--- src/hdl/nsg_pkg.sv ---
`timescale 1ns / 1ps
package nsg_pkg;

  localparam int DEF_MAX_SAMPLES = 256;
  localparam int DEF_MAX_CORNERS = 1024;

  localparam int Q_W    = 16;
  localparam int DIST_W = 18;
  localparam int ENT_W  = 4 * Q_W;
  localparam int SUM_W  = 28;
  localparam int CFG_W  = 18;
  localparam int IDX_W  = 3;
  localparam int CNT_OUT_W = 9;

  localparam logic [SUM_W-1:0] SUM_MAX  = '1;
  localparam logic [Q_W-1:0]   FULL_Q16 = '1;

  typedef enum logic [IDX_W-1:0] {
    REG_MIN_INTERVAL = 3'd0,
    REG_DIST_THRESH  = 3'd1,
    REG_MAX_SPEED    = 3'd2,
    REG_ENOUGH       = 3'd3,
    REG_RANGE_X      = 3'd4,
    REG_RANGE_Y      = 3'd5,
    REG_RANGE_SIZE   = 3'd6,
    REG_RANGE_SKEW   = 3'd7
  } cfg_reg_t;

  localparam logic [2:0] MODE_TICK   = 3'd0;
  localparam logic [2:0] MODE_CORNER = 3'd1;
  localparam logic [2:0] MODE_CHECK  = 3'd2;
  localparam logic [2:0] MODE_ADD    = 3'd3;
  localparam logic [2:0] MODE_CLEAR  = 3'd4;

  localparam logic [DIST_W-1:0] RST_DIST_THRESH = 18'd13107;
  localparam logic [8:0]        RST_ENOUGH      = 9'd40;
  localparam logic [Q_W-1:0]    RST_RANGE_XY    = 16'd45875;
  localparam logic [Q_W-1:0]    RST_RANGE_SIZE  = 16'd26214;
  localparam logic [Q_W-1:0]    RST_RANGE_SKEW  = 16'd32768;

  // divider handshake
  typedef struct packed {
    logic           start;
    logic [Q_W-1:0] span;
    logic [Q_W-1:0] den;
  } div_req_t;

  typedef struct packed {
    logic           busy;
    logic           done;
    logic [Q_W-1:0] quo;
  } div_rsp_t;

endpackage

--- src/hdl/nsg_div.sv ---
`timescale 1ns / 1ps
module nsg_div (
  input  logic              clk,
  input  logic              rst,
  input  nsg_pkg::div_req_t req,
  output nsg_pkg::div_rsp_t rsp
);
  import nsg_pkg::*;

  logic [Q_W-1:0] rem;
  logic [Q_W-1:0] den;
  logic [Q_W-1:0] quo;
  logic [4:0]     cnt;
  logic           busy;
  logic           done;
  logic [Q_W:0]   rem2;
  logic           ge;

  // restoring division of span * 2^16 by den, span < den
  assign rem2 = {rem, 1'b0};
  assign ge   = rem2 >= {1'b0, den};

  always_ff @(posedge clk) begin
    if (rst) begin
      busy <= 1'b0;
      done <= 1'b0;
      cnt  <= '0;
    end else begin
      done <= busy && (cnt == 5'd1);
      if (req.start) begin
        busy <= 1'b1;
        cnt  <= 5'd16;
      end else if (busy) begin
        cnt <= cnt - 5'd1;
        if (cnt == 5'd1) begin
          busy <= 1'b0;
        end
      end
    end
    if (req.start) begin
      rem <= req.span;
      den <= req.den;
      quo <= '0;
    end else if (busy) begin
      rem <= ge ? Q_W'(rem2 - {1'b0, den}) : rem2[Q_W-1:0];
      quo <= {quo[Q_W-2:0], ge};
    end
  end

  assign rsp.busy = busy;
  assign rsp.done = done;
  assign rsp.quo  = quo;
endmodule

--- config.mk ---
export PLATFORM = sky130hd
export DESIGN_NAME = nsg_div
export DESIGN_NICKNAME = d
export VERILOG_FILES = /design/src/hdl/nsg_pkg.sv /design/src/hdl/nsg_div.sv
export SDC_FILE = /design/constraint.sdc
export NUM_CORES = 1
export LEC_CHECK = 0
export BUFFER_PORTS_ARGS = -buffer_cell sky130_fd_sc_hd__buf_2
export CAP_MARGIN = 25
export CELL_PAD_IN_SITES_DETAIL_PLACEMENT = 1
export CELL_PAD_IN_SITES_GLOBAL_PLACEMENT = 1
export CORE_MARGIN = 5
export CORE_UTILIZATION = 44
export CTS_CLUSTER_SIZE = 25
export DETAILED_ROUTE_END_ITERATION = 7
export GPL_TIMING_DRIVEN = 0
export PLACE_DENSITY_LB_ADDON = 0.1
export RECOVER_POWER = 100
export SETUP_SLACK_MARGIN = 0.02
export SLEW_MARGIN = 0
export SYNTH_ARGS = -nofsm -noshare
export SYNTH_HDL_FRONTEND = slang
export SYNTH_SLANG_ARGS = --single-unit
--- constraint.sdc ---
create_clock -name clk -period 2.8 [get_ports clk]
set_input_delay 0.28 -clock clk [delete_from_list [all_inputs] [get_ports clk]]
set_output_delay 0.28 -clock clk [all_outputs]
set_load 0.02 [all_outputs]
After elaboration in Yosys (flattened, before gate mapping)
Cells that the tools add are included.

Register bits: 55. Output and inout port bits: 18. Word-level logic and storage cells: 22.

$add $sub $neg: 2. $lt $le $gt $ge: 1. Eq/ne operators: 1. Mux-type cells: 8. Reduce and logical (&&, ||, !) cells: 3.

Operator list (count): 2-to-1 mux 16 bit (3); greater-or-equal comparator 17 x 16 -> 1 bit (1); subtractor 16 bit (1); 2-to-1 mux 5 bit (2); == test 5 x 1 -> 1 bit (second input constant) (1); subtractor 5 x 1 -> 5 bit (second input constant) (1); 2-to-1 mux 1 bit (3); nonzero test 2 bit (1); OR reduction 2 bit (1); logical AND 1 bit (1).

Longest topological paths before layout
Depth in word-level cells: 4. Mapped depth: 10.

Least setup slack after synthesis
OpenSTA, ideal clock, no wires.

Path kind: reg-to-reg. From: reg rem[6]. To: reg rem[14], data pin. Library setup time: 259 ps. Data arrival time: 2037 ps. Slack: 504 ps. Stages on the path, launching flop included: 9. Buffers on the path: 1. Clock period less this slack: 2296 ps. Path through: edfxtp_1 ha_1 buf_6 a211oi_2 o21bai_1 a21o_1 a211o_1 a211o_1 o31a_1.

Word-level cells in the longest chain between the ends: 4. Elaborated cells on any way between the ends: 5. Classes of those cells: add/sub: 1; order compare: 1; mux: 3.

RTL lines: start, declared (RTL line nsg_div.sv:10) `logic [Q_W-1:0] rem;`; start signal, assigned (RTL line nsg_div.sv:41) `rem <= req.span;`; start signal, assigned (RTL line nsg_div.sv:45) `rem <= ge ? Q_W'(rem2 - {1'b0, den}) : rem2[Q_W-1:0];`; subtractor 16 bit / greater-or-equal comparator 17 x 16 -> 1 bit (equally long branches) (RTL line nsg_div.sv:45, nsg_div.sv:21); 2-to-1 mux 16 bit * (RTL line nsg_div.sv:45); 2-to-1 mux 16 bit * (RTL line nsg_div.sv:44) `end else if (busy) begin`; 2-to-1 mux 16 bit * (RTL line nsg_div.sv:40) `if (req.start) begin`.

Mark *: on every way between the ends. The rest lies on a longest branch, timed or not. The select of a mux whose other input is x is not followed. A chain may end at the register's enable or synchronous reset.

Worst setup path in the final report
From: reg rem[7]. To: reg rem[13], data pin.

The elaborated chain is that of the path after synthesis.

==> impl_metrics.json <==
{
  "die_w_microns": 97.1,
  "die_y_microns": 97.1,
  "fmax_mhz": 384,
  "cts_sinks": 55,
  "synthesis.area_per_instance_sq_um": 9.90,
  "drv_slew": 0,
  "worstPathRequired_ps": 2890,
  "peakVddDrop_mv": 0.274,
  "cts_buffers": 5,
  "ys_ff_latch": 55,
  "powerDensity_nw_per_um2": 702,
  "antenna_found_initial": 0,
  "power.leakage_nw": 1.53,
  "drtIter0Drc": 97,
  "synth-async-reset-ratio": 0,
  "worst_pin_slew_ps": 1230,
  "hp-class": "in2reg",
  "clk_latency_ps": 330,
  "rsz0062_at_grt": "no",
  "finalSetupViolations": 0,
  "min_period_over_period": 0.930,
  "clk_pin_slew_worst_paths_ps": 110,
  "htreeDepth": 2,
  "cts_root_buf": "clkbuf_8",
  "synth_nets": 391,
  "hpwl_microns": 6190,
  "overflow": 0,
  "antennaDiodeCount": 0,
  "grt_pass1_wl_microns": 14200,
  "synth-seq-area-share": 0.426,
  "synth_top_area_cell": "edfxtp_1",
  "routed_via_density": 5.56,
  "seq_area_sq_um": 1420,
  "grt_max_degree": 22,
  "cts_tree": "done",
  "placementRows": 31,
  "cp_data_arrival_time_ps": 2700,
  "area_growth_syn_to_layout_pct": 13.8,
  "tns_ps": 0,
  "die_area_sq_um": 9420,
  "cts_buffer_depth": 2,
  "gp_congestion": 0.878,
  "first_pass_iters": 4,
  "period_minus_slack_ps": 2600,
  "track_usage": 0.185,
  "synth-main-ff-cell": "edfxtp_1",
  "status": "finished, final reports clean",
  "finClkSkew_ps": 7.27,
  "design.core.area_sq_um": 7330,
  "ant_nets": 0,
  "initial_utilization": 0.455,
  "vias": 2757,
  "yosysWarningCount": 0,
  "reg2reg_depth": 9,
  "final_layout_size_suffix_gt1_frac": 0.169,
  "end_kind": "flip-flop",
  "worstHoldPathCells": 1,
  "synth_cell_type_count": 63,
  "cts_setup_buffers": 0,
  "final_common_cell": "nor2_1",
  "hold_viol": 0,
  "slew_headroom": 0.182,
  "grt_pass1_vias": 2911,
  "drc": 0,
  "drt-total-wl_microns": 8580,
  "synth_area_leaders": "edfxtp_1 (29%), dfxtp_1 (14%), ha_1 (6.8%), mux2i_1 (4.8%), nor2_1 (4.2%)",
  "crit_type": "reg2reg",
  "synth_edf_count": 32,
  "fill_cells": 870,
  "preCtsSetupSlack_ps": 208,
  "synthCells": 337,
  "layout_common_cells": "nor2_1 (37), buf_2 (35), edfxtp_1 (32)",
  "synth_top_area_frac": 0.288,
  "avgRoutedWirePerCell_microns": 17.3,
  "multi_input_area_sq_um": 1680,
  "crit_fanout": 10,
  "maxCapViolCount": 0,
  "fin_nets": 450,
  "port_buffers": 52,
  "syn_area_sq_um": 3340,
  "worst_setup_path_start_kind": "flip-flop",
  "worst_slack_ps": 196,
  "io_pins": 53
}
==> Yosys cell counts, types with 3 or more instances <==
master / count
buf_4: 5
o311ai_0: 4
a21o_1: 3
xor2_1: 5
ha_1: 18
xnor2_1: 7
o31a_1: 4
a211oi_1: 3
a32oi_1: 6
inv_1: 25
o31ai_1: 6
nor2_1: 37
dfxtp_1: 23
nor2b_1: 8
mux2i_1: 16
nand4_1: 5
buf_2: 4
nand4b_1: 5
clkbuf_1: 10
edfxtp_1: 32
nor3_1: 6
nand2b_1: 5
o21ai_0: 13
nand2_1: 22
a21oi_1: 17
==> final timing paths <==
check / startpoint / end / slack [ps]
worst max-delay path: rem[7] / rem[13] / 200
worst min register to register: quo[15] / quo[15] / 510
worst max register to register: rem[7] / rem[13] / 200
worst min-delay path: req[7] / den[7] / 120
==> report_power, final <==
group	switching (mW)	internal, mW
Combinational	0.657	0.439
Sequential	0.0491	0.970
Clock	0.306	0.241
==> sequential cells by signal, summed over array words and instances, names as in the netlist <==
name,flops
done,1
rem,16
busy,1
cnt,5
den,16
quo,16
==> layout make-up <==
cell class,count,area share
clock buffers,6,0.0247
clock inverters,2,0.00528
well taps,99,0.0326
plain buffers,23,0.0340
inverters,25,0.0247
multi-input cells,234,0.442
flip-flops and latches,55,0.375
repair buffers,52,0.0623
==> critical path, stage by stage (launching register included) <==
cell,delay (ps)
edfxtp_1,420
ha_1,290
clkbuf_2,200
and4_1,250
nand4_1,150
a21oi_1,280
o21a_2,260
nor2_4,80
buf_6,160
o31a_1,270
==> per-layer routing <==
layer | track usage | up-vias | part of all wire
li1 | - | 1350 | -
met1 | 0.237 | 1338 | 0.47
met2 | 0.309 | 56 | 0.48
met3 | 0.0380 | 13 | 0.037
met4 | 0.0637 | 0 | 0.018
met5 | 0 | - | 0
==> per-stage QoR <==
step | utilization | hold slack, ps | instance area [sq um] | std cells | power [mW]
final | 0.518 | 116 | 3790 | 496 | 2.66
after detailed placement | 0.507 | 458 | 3720 | 488 | 2.14
after floorplan | - | 352 | 3340 | 337 | 1.87
after global routing | 0.518 | 98.7 | 3790 | 496 | 2.84
after global placement | 0.507 | 456 | 3720 | 488 | 2.11
after CTS | 0.523 | 107 | 3830 | 496 | 2.71
==> kinds of logic (layout without fill, tap and decap cells) <==
kind of cell               Yosys count  in the layout  synth area share
buffers and inverters               48            108            0.0668
adders and majority gates           19             19            0.0735
xor gates and xnor gates            12             12            0.0315
and+or+nand+nor                    100            100             0.155
muxes                               16             16            0.0480
DFF                                 55             55             0.426
AOI/OAI and AO/OA                   87             87             0.199
==> repair_timing <==
item / in CTS / in global routing
hold buffers: 0 / 0
endpoints found under the setup margin: 0 / 3
resized for setup: 0 / 1
(Power assumes the default switching activity.)
