## src/hdl/nsg_pkg.sv

```systemverilog
`timescale 1ns / 1ps
package nsg_pkg;

  localparam int DEF_MAX_SAMPLES = 256;
  localparam int DEF_MAX_CORNERS = 1024;

  localparam int Q_W    = 16;
  localparam int DIST_W = 18;
  localparam int ENT_W  = 4 * Q_W;
  localparam int SUM_W  = 28;
  localparam int CFG_W  = 18;
  localparam int IDX_W  = 3;
  localparam int CNT_OUT_W = 9;

  localparam logic [SUM_W-1:0] SUM_MAX  = '1;
  localparam logic [Q_W-1:0]   FULL_Q16 = '1;

  typedef enum logic [IDX_W-1:0] {
    REG_MIN_INTERVAL = 3'd0,
    REG_DIST_THRESH  = 3'd1,
    REG_MAX_SPEED    = 3'd2,
    REG_ENOUGH       = 3'd3,
    REG_RANGE_X      = 3'd4,
    REG_RANGE_Y      = 3'd5,
    REG_RANGE_SIZE   = 3'd6,
    REG_RANGE_SKEW   = 3'd7
  } cfg_reg_t;

  localparam logic [2:0] MODE_TICK   = 3'd0;
  localparam logic [2:0] MODE_CORNER = 3'd1;
  localparam logic [2:0] MODE_CHECK  = 3'd2;
  localparam logic [2:0] MODE_ADD    = 3'd3;
  localparam logic [2:0] MODE_CLEAR  = 3'd4;

  localparam logic [DIST_W-1:0] RST_DIST_THRESH = 18'd13107;
  localparam logic [8:0]        RST_ENOUGH      = 9'd40;
  localparam logic [Q_W-1:0]    RST_RANGE_XY    = 16'd45875;
  localparam logic [Q_W-1:0]    RST_RANGE_SIZE  = 16'd26214;
  localparam logic [Q_W-1:0]    RST_RANGE_SKEW  = 16'd32768;

  // divider handshake
  typedef struct packed {
    logic           start;
    logic [Q_W-1:0] span;
    logic [Q_W-1:0] den;
  } div_req_t;

  typedef struct packed {
    logic           busy;
    logic           done;
    logic [Q_W-1:0] quo;
  } div_rsp_t;

endpackage

```

## src/hdl/nsg_cell.sv

```systemverilog
`timescale 1ns / 1ps
module nsg_cell #(
  parameter int AXIS = 0
) (
  input  logic                        clk,
  input  logic                        rst,
  input  logic                        valid_in,
  input  logic [nsg_pkg::DIST_W-1:0]  sum_in,
  input  logic [nsg_pkg::ENT_W-1:0]   entry_in,
  input  logic [nsg_pkg::Q_W-1:0]     query,
  output logic                        valid_out,
  output logic [nsg_pkg::DIST_W-1:0]  sum_out,
  output logic [nsg_pkg::ENT_W-1:0]   entry_out
);
  import nsg_pkg::*;

  logic [Q_W-1:0] stored;
  logic [Q_W-1:0] diff;

  assign stored = entry_in[AXIS*Q_W +: Q_W];
  assign diff   = (query > stored) ? query - stored : stored - query;

  always_ff @(posedge clk) begin
    if (rst) begin
      valid_out <= 1'b0;
    end else begin
      valid_out <= valid_in;
    end
    sum_out   <= sum_in + DIST_W'(diff);
    entry_out <= entry_in;
  end
endmodule

```

## config.mk

```make
export PLATFORM = sky130hd
export DESIGN_NAME = nsg_cell
export DESIGN_NICKNAME = d
export VERILOG_FILES = /design/src/hdl/nsg_pkg.sv /design/src/hdl/nsg_cell.sv
export SDC_FILE = /design/constraint.sdc
export NUM_CORES = 1
export LEC_CHECK = 0
export ABC_AREA = 1
export BUFFER_PORTS_ARGS = -buffer_cell sky130_fd_sc_hd__buf_2
export CORE_ASPECT_RATIO = 0.75
export CORE_MARGIN = 3
export CORE_UTILIZATION = 35
export DETAILED_ROUTE_END_ITERATION = 16
export GPL_TIMING_DRIVEN = 1
export SYNTH_ARGS = -nofsm -noshare
export SYNTH_HDL_FRONTEND = slang
export SYNTH_SLANG_ARGS = --single-unit
```

## constraint.sdc

```tcl
create_clock -name clk -period 3.65 [get_ports clk]
set_input_delay 0 -clock clk [delete_from_list [all_inputs] [get_ports clk]]
set_output_delay 0 -clock clk [all_outputs]
set_load 0.02 [all_outputs]
```

### Word level (Yosys, flattened, before mapping)

Cells that the tools add are included.

* flip-flop bits (word level): 83
* input bits: 101

* $add $sub $neg: 3
* order comparisons: 1
* mux-type cells: 1

Operators with widths (count)
* 16-bit subtractor: 2
* 18-bit by 16-bit adder with 18-bit output: 1
* 16-bit > comparator: 1
* 16-bit two-way mux: 1

### Logic depth before layout (Yosys ltp)

* depth in word-level cells: 3
* gate-level depth with buffers: 24
* mapped depth without buffers: 23

### Worst setup path after synthesis

Ideal clock, no wire load.

* path kind: input port to flip-flop
* start: input query[0] (netlist name)
* end: register sum_out[16] (netlist name)
* path slack: 0.956 ns
* path buffers: 0
* cell stages on the path: 21
* data arrival time: 2.582 ns
* cells stage by stage: inv_1 > ha_1 > inv_1 > fa_1 > nand3_1 > nand3_1 > nand2_1 > nand2_1 > nand2_2 > nand2_2 > nand2_4 > nand2_1 > o21ai_2 > inv_1 > fa_1 > o21ai_0 > nand3_1 > nand2_1 > nand3_1 > nand3_1 > nand2_1

* longest elaborated chain between the ends: 3
* elaborated cells on any way between the ends: 5

RTL lines
* start: declaration: line nsg_cell.sv:10 `input logic [nsg_pkg::Q_W-1:0] query,`
* 16-bit subtractor or 16-bit > comparator (tied branches): line nsg_cell.sv:21 `assign diff = (query > stored) ? query - stored : stored - query;`
* 16-bit two-way mux (*): line nsg_cell.sv:21
* 18-bit by 16-bit adder with 18-bit output (*): line nsg_cell.sv:29 `sum_out <= sum_in + DIST_W'(diff);`
* end signal: assignment: line nsg_cell.sv:29
* end: declaration: line nsg_cell.sv:12 `output logic [nsg_pkg::DIST_W-1:0] sum_out,`

Every way passes the cells marked *; elsewhere a longest branch is shown, timed or not.
A chain may end at the register's enable or synchronous reset.

### Worst setup path in the final report

* start: input entry_in[0] (netlist name)
* end: register sum_out[16] (netlist name)

* longest elaborated chain between the ends: 3
* elaborated cells on any way between the ends: 5

RTL lines
* start: declaration: line nsg_cell.sv:9 `input logic [nsg_pkg::ENT_W-1:0] entry_in,`
* 16-bit subtractor or 16-bit > comparator (tied branches): line nsg_cell.sv:21
* 16-bit two-way mux (*): line nsg_cell.sv:21
* 18-bit by 16-bit adder with 18-bit output (*): line nsg_cell.sv:29

Marked as above.

==> impl_metrics.yaml <==
synthesis:
  netlist_area_mm2: 0.00478
  synth.distinct_cells: 33
  synth_seq_cells: 83
  synth_nets: 833
  yosysWarnings: 0
  avgSynthCellArea_um2: 7.01
  yosysSeqAreaShare_pct: 34.8
  syn_inst: 682
detailed_routing:
  vias_per_cell: 4.37
  drtIter0Drc: 294
  drtPass1Iterations: 4
  vias: 4871
  wire_per_inst_um: 12.5
  detail-route-antenna-nets: 0
  drc: 0
  routed_wl_um: 13900
timing:
  min_period_ns: 3.34
  finalSetupTns_ns: 0
  setup_violations: 0
  fmax_mhz: 300
  hold_viol: 0
  slew_violations: 0
  fin_crit_sh_pct: 91.5
  whs_ns: 0.0818
  rsz0062_at_grt: "false"
  timing.slew.headroom_pct: 73.1
  setup_slack_ns: 0.312
  tightest_slew_ns: 0.401
place:
  hpwl_um: 10900
  dp_worst_setup_slack_ns: 0.341
  routabilityCongestion: 0.874
  io_buffers: 183
setup_path:
  crit_chain: "dlygate4sd3_1, buf_2, ha_1, inv_1, fa_1, nand3_1, nand3_1, nand2_1, nand2_1, nand2_2, nand2_2, nand2_8, nand2_1, o21ai_2, inv_1, fa_1, o21ai_1, nand3_1, nand2_1, nand3_1, nand3_1, nand2_1"
  cp_max_fo: 16
  required_ns: 3.88
  critPathCaptureType: "flop"
  crit_type: "primary input to flop"
  startpoint_type: "primary input"
  cp_slowest_cell: "dlygate4sd3_1"
  cp.arrival_ns: 3.57
  cpPeakStageDelay_ns: 0.52
global_routing:
  grt_pass1_vias: 4654
  grt_pass1_wl_um: 22600
  grt_max_degree: 17
  overflow: 0
  grt_antenna_before_repair: 0
  grt_usage_pct: 18.4
clock_tree:
  htreeDepth: 3
  post_cts_buffers: 0
  cts_buffers: 9
  cts.sink_count: 83
  clock_path_buffers: 2
  tritoncts: "built"
  clkSlewWorstSetupHoldPaths_ns: 0.06
  root_buffer: "clkbuf_16"
final_layout:
  diodes: 0
  fin_nets: 1089
  syn2layout_area_growth_pct: 43.6
  fin_util_pct: 52.2
  drive_above_1_share_pct: 23.1
  fillers: 1292
power_and_ir_drop:
  p_leak_uw: 0.00392
  p_clk_share_pct: 29.1
  seqPwrFrac_pct: 33.2
  swShare_pct: 36.6
  p_comb_share_pct: 37.7
  switchingPower_uw: 1190
  ir_worst_vdd_mv: 0.249
  intPower_uw: 2050
  cellPowerDensity_mw_per_mm2: 472
hold_path:
  hp-class: "primary input to flop"
job:
  maxCapViolCount: 0
floorplanning:
  coreArea_mm2: 0.0132
  fp-row-count: 36
  num_io_pins: 184
  die_area_mm2: 0.0151
  die_h_um: 107
  start_util_pct: 36.3
  die_w_um: 141
status:
  outcome: "completed"
## cell usage in the layout (no fill, tap or decap), types with 2 or more instances in the layout
cell type,count
xor2_1,14
inv_2,2
nand3b_1,2
nand2_2,5
buf_2,183
nor2_4,2
a21oi_2,2
xnor2_1,8
o21bai_1,2
o21ai_2,2
nor2_1,29
fa_1,3
nor3_1,2
clkinvlp_4,2
o21ai_0,5
a21o_1,5
a21oi_1,28
ha_1,47
inv_6,2
inv_1,132
clkbuf_16,9
nand3_1,47
nand3_2,2
nand4_1,11
dlygate4sd3_1,69
nand2_1,226
and2_1,2
o21ai_1,7
dfxtp_1,83
## timing repair
item | CTS | global route
hold buffers | 69 | 0
endpoints found under the setup margin | 0 | 6
gates resized for setup | 0 | 3
hold endpoints to repair | 68 | 0
## metal layers
layer | track usage (%) | part of all wire, %
met5 | 0 | 0
met4 | 3.11 | 0.44
met3 | 4.46 | 7.3
met2 | 29.7 | 43
met1 | 25.4 | 49
## cell families after synthesis
| family | after synthesis | share of synthesized area (%) |
|---|---|---|
| AO/OA/AOI/OAI | 53 | 6.34 |
| XOR/XNOR | 22 | 4.03 |
| adder cells (fa/ha/maj) | 50 | 13.6 |
| buffers and inverters | 143 | 12.1 |
| flip-flops | 83 | 34.8 |
| AND/OR/NAND/NOR | 331 | 29.2 |
## final cells by class
class | instances | area [µm²] | share of cell area, %
Tap cell | 171 | 214 | 3.12
Inverter | 135 | 508 | 7.40
Timing Repair Buffer | 253 | 1610 | 23.5
Multi-Input combinational cell | 456 | 2550 | 37.2
Sequential cell | 83 | 1660 | 24.2
Clock inverter | 6 | 71.3 | 1.04
Clock buffer | 10 | 239 | 3.48
## synth_stat cells
cell type  number  share of area, %
a21boi_0        1              0.16
a21o_1          5              0.79
a21oi_1        28               2.9
a21oi_2         2              0.37
and2_1          2              0.26
buf_4           3              0.47
buf_6           2              0.47
buf_8           1              0.31
clkbuf_2        2              0.21
clkinv_2        1              0.10
dfxtp_1        83                35
fa_1            3               1.3
ha_1           47                12
inv_1         132                10
inv_2           2              0.16
nand2_1       226                18
nand2_2         5              0.65
nand2_4         2              0.47
nand3_1        48               5.0
nand3_2         1              0.21
nand3b_1        2              0.31
nand4_1        11               1.4
nor2_1         29               2.3
nor2_4          2              0.47
nor3_1          2              0.21
nor4_1          1              0.13
o21a_1          1              0.16
o21ai_0         6              0.63
o21ai_1         6              0.63
o21ai_2         2              0.37
o21bai_1        2              0.31
xnor2_1         8               1.5
xor2_1         14               2.6
## power by group through the flow
stage / sequential (µW) / combinational, µW / clock, µW
finish: 1070 / 1220 / 943
global route: 1080 / 1360 / 1010
CTS: 1070 / 1220 / 979
detailed placement: 1090 / 1150 / 0
global placement: 1090 / 1150 / 0
floorplan: 1260 / 634 / 0
## worst max-delay path: cells and delay by family
family / cells / cell delay (ns)
adders and majority gates: 3 / 1.00
and+or+nand+nor: 13 / 1.41
buffers and inverters: 4 / 0.78
AOI/OAI and AO/OA: 2 / 0.37
## final timing paths
kind,from,end,slack [ns],depth (start not counted)
worst max-delay path,entry_in[0],sum_out[16],0.31,22
worst min-delay path,sum_in[11],sum_out[11],0.08,3
## registers in the layout, summed over array words and instances, names as in the netlist
signal,cells
sum_out,18
valid_out,1
entry_out,64
## per-stage QoR
step	instance area, µm²	total power, µW	cells
global route	6860	3450	1114
global placement	5850	2230	1029
floorplan	4780	1890	682
finish	6860	3240	1114
detailed placement	5850	2250	1029
CTS	6850	3270	1114
No activity file was read; power rests on OpenSTA's default activity.
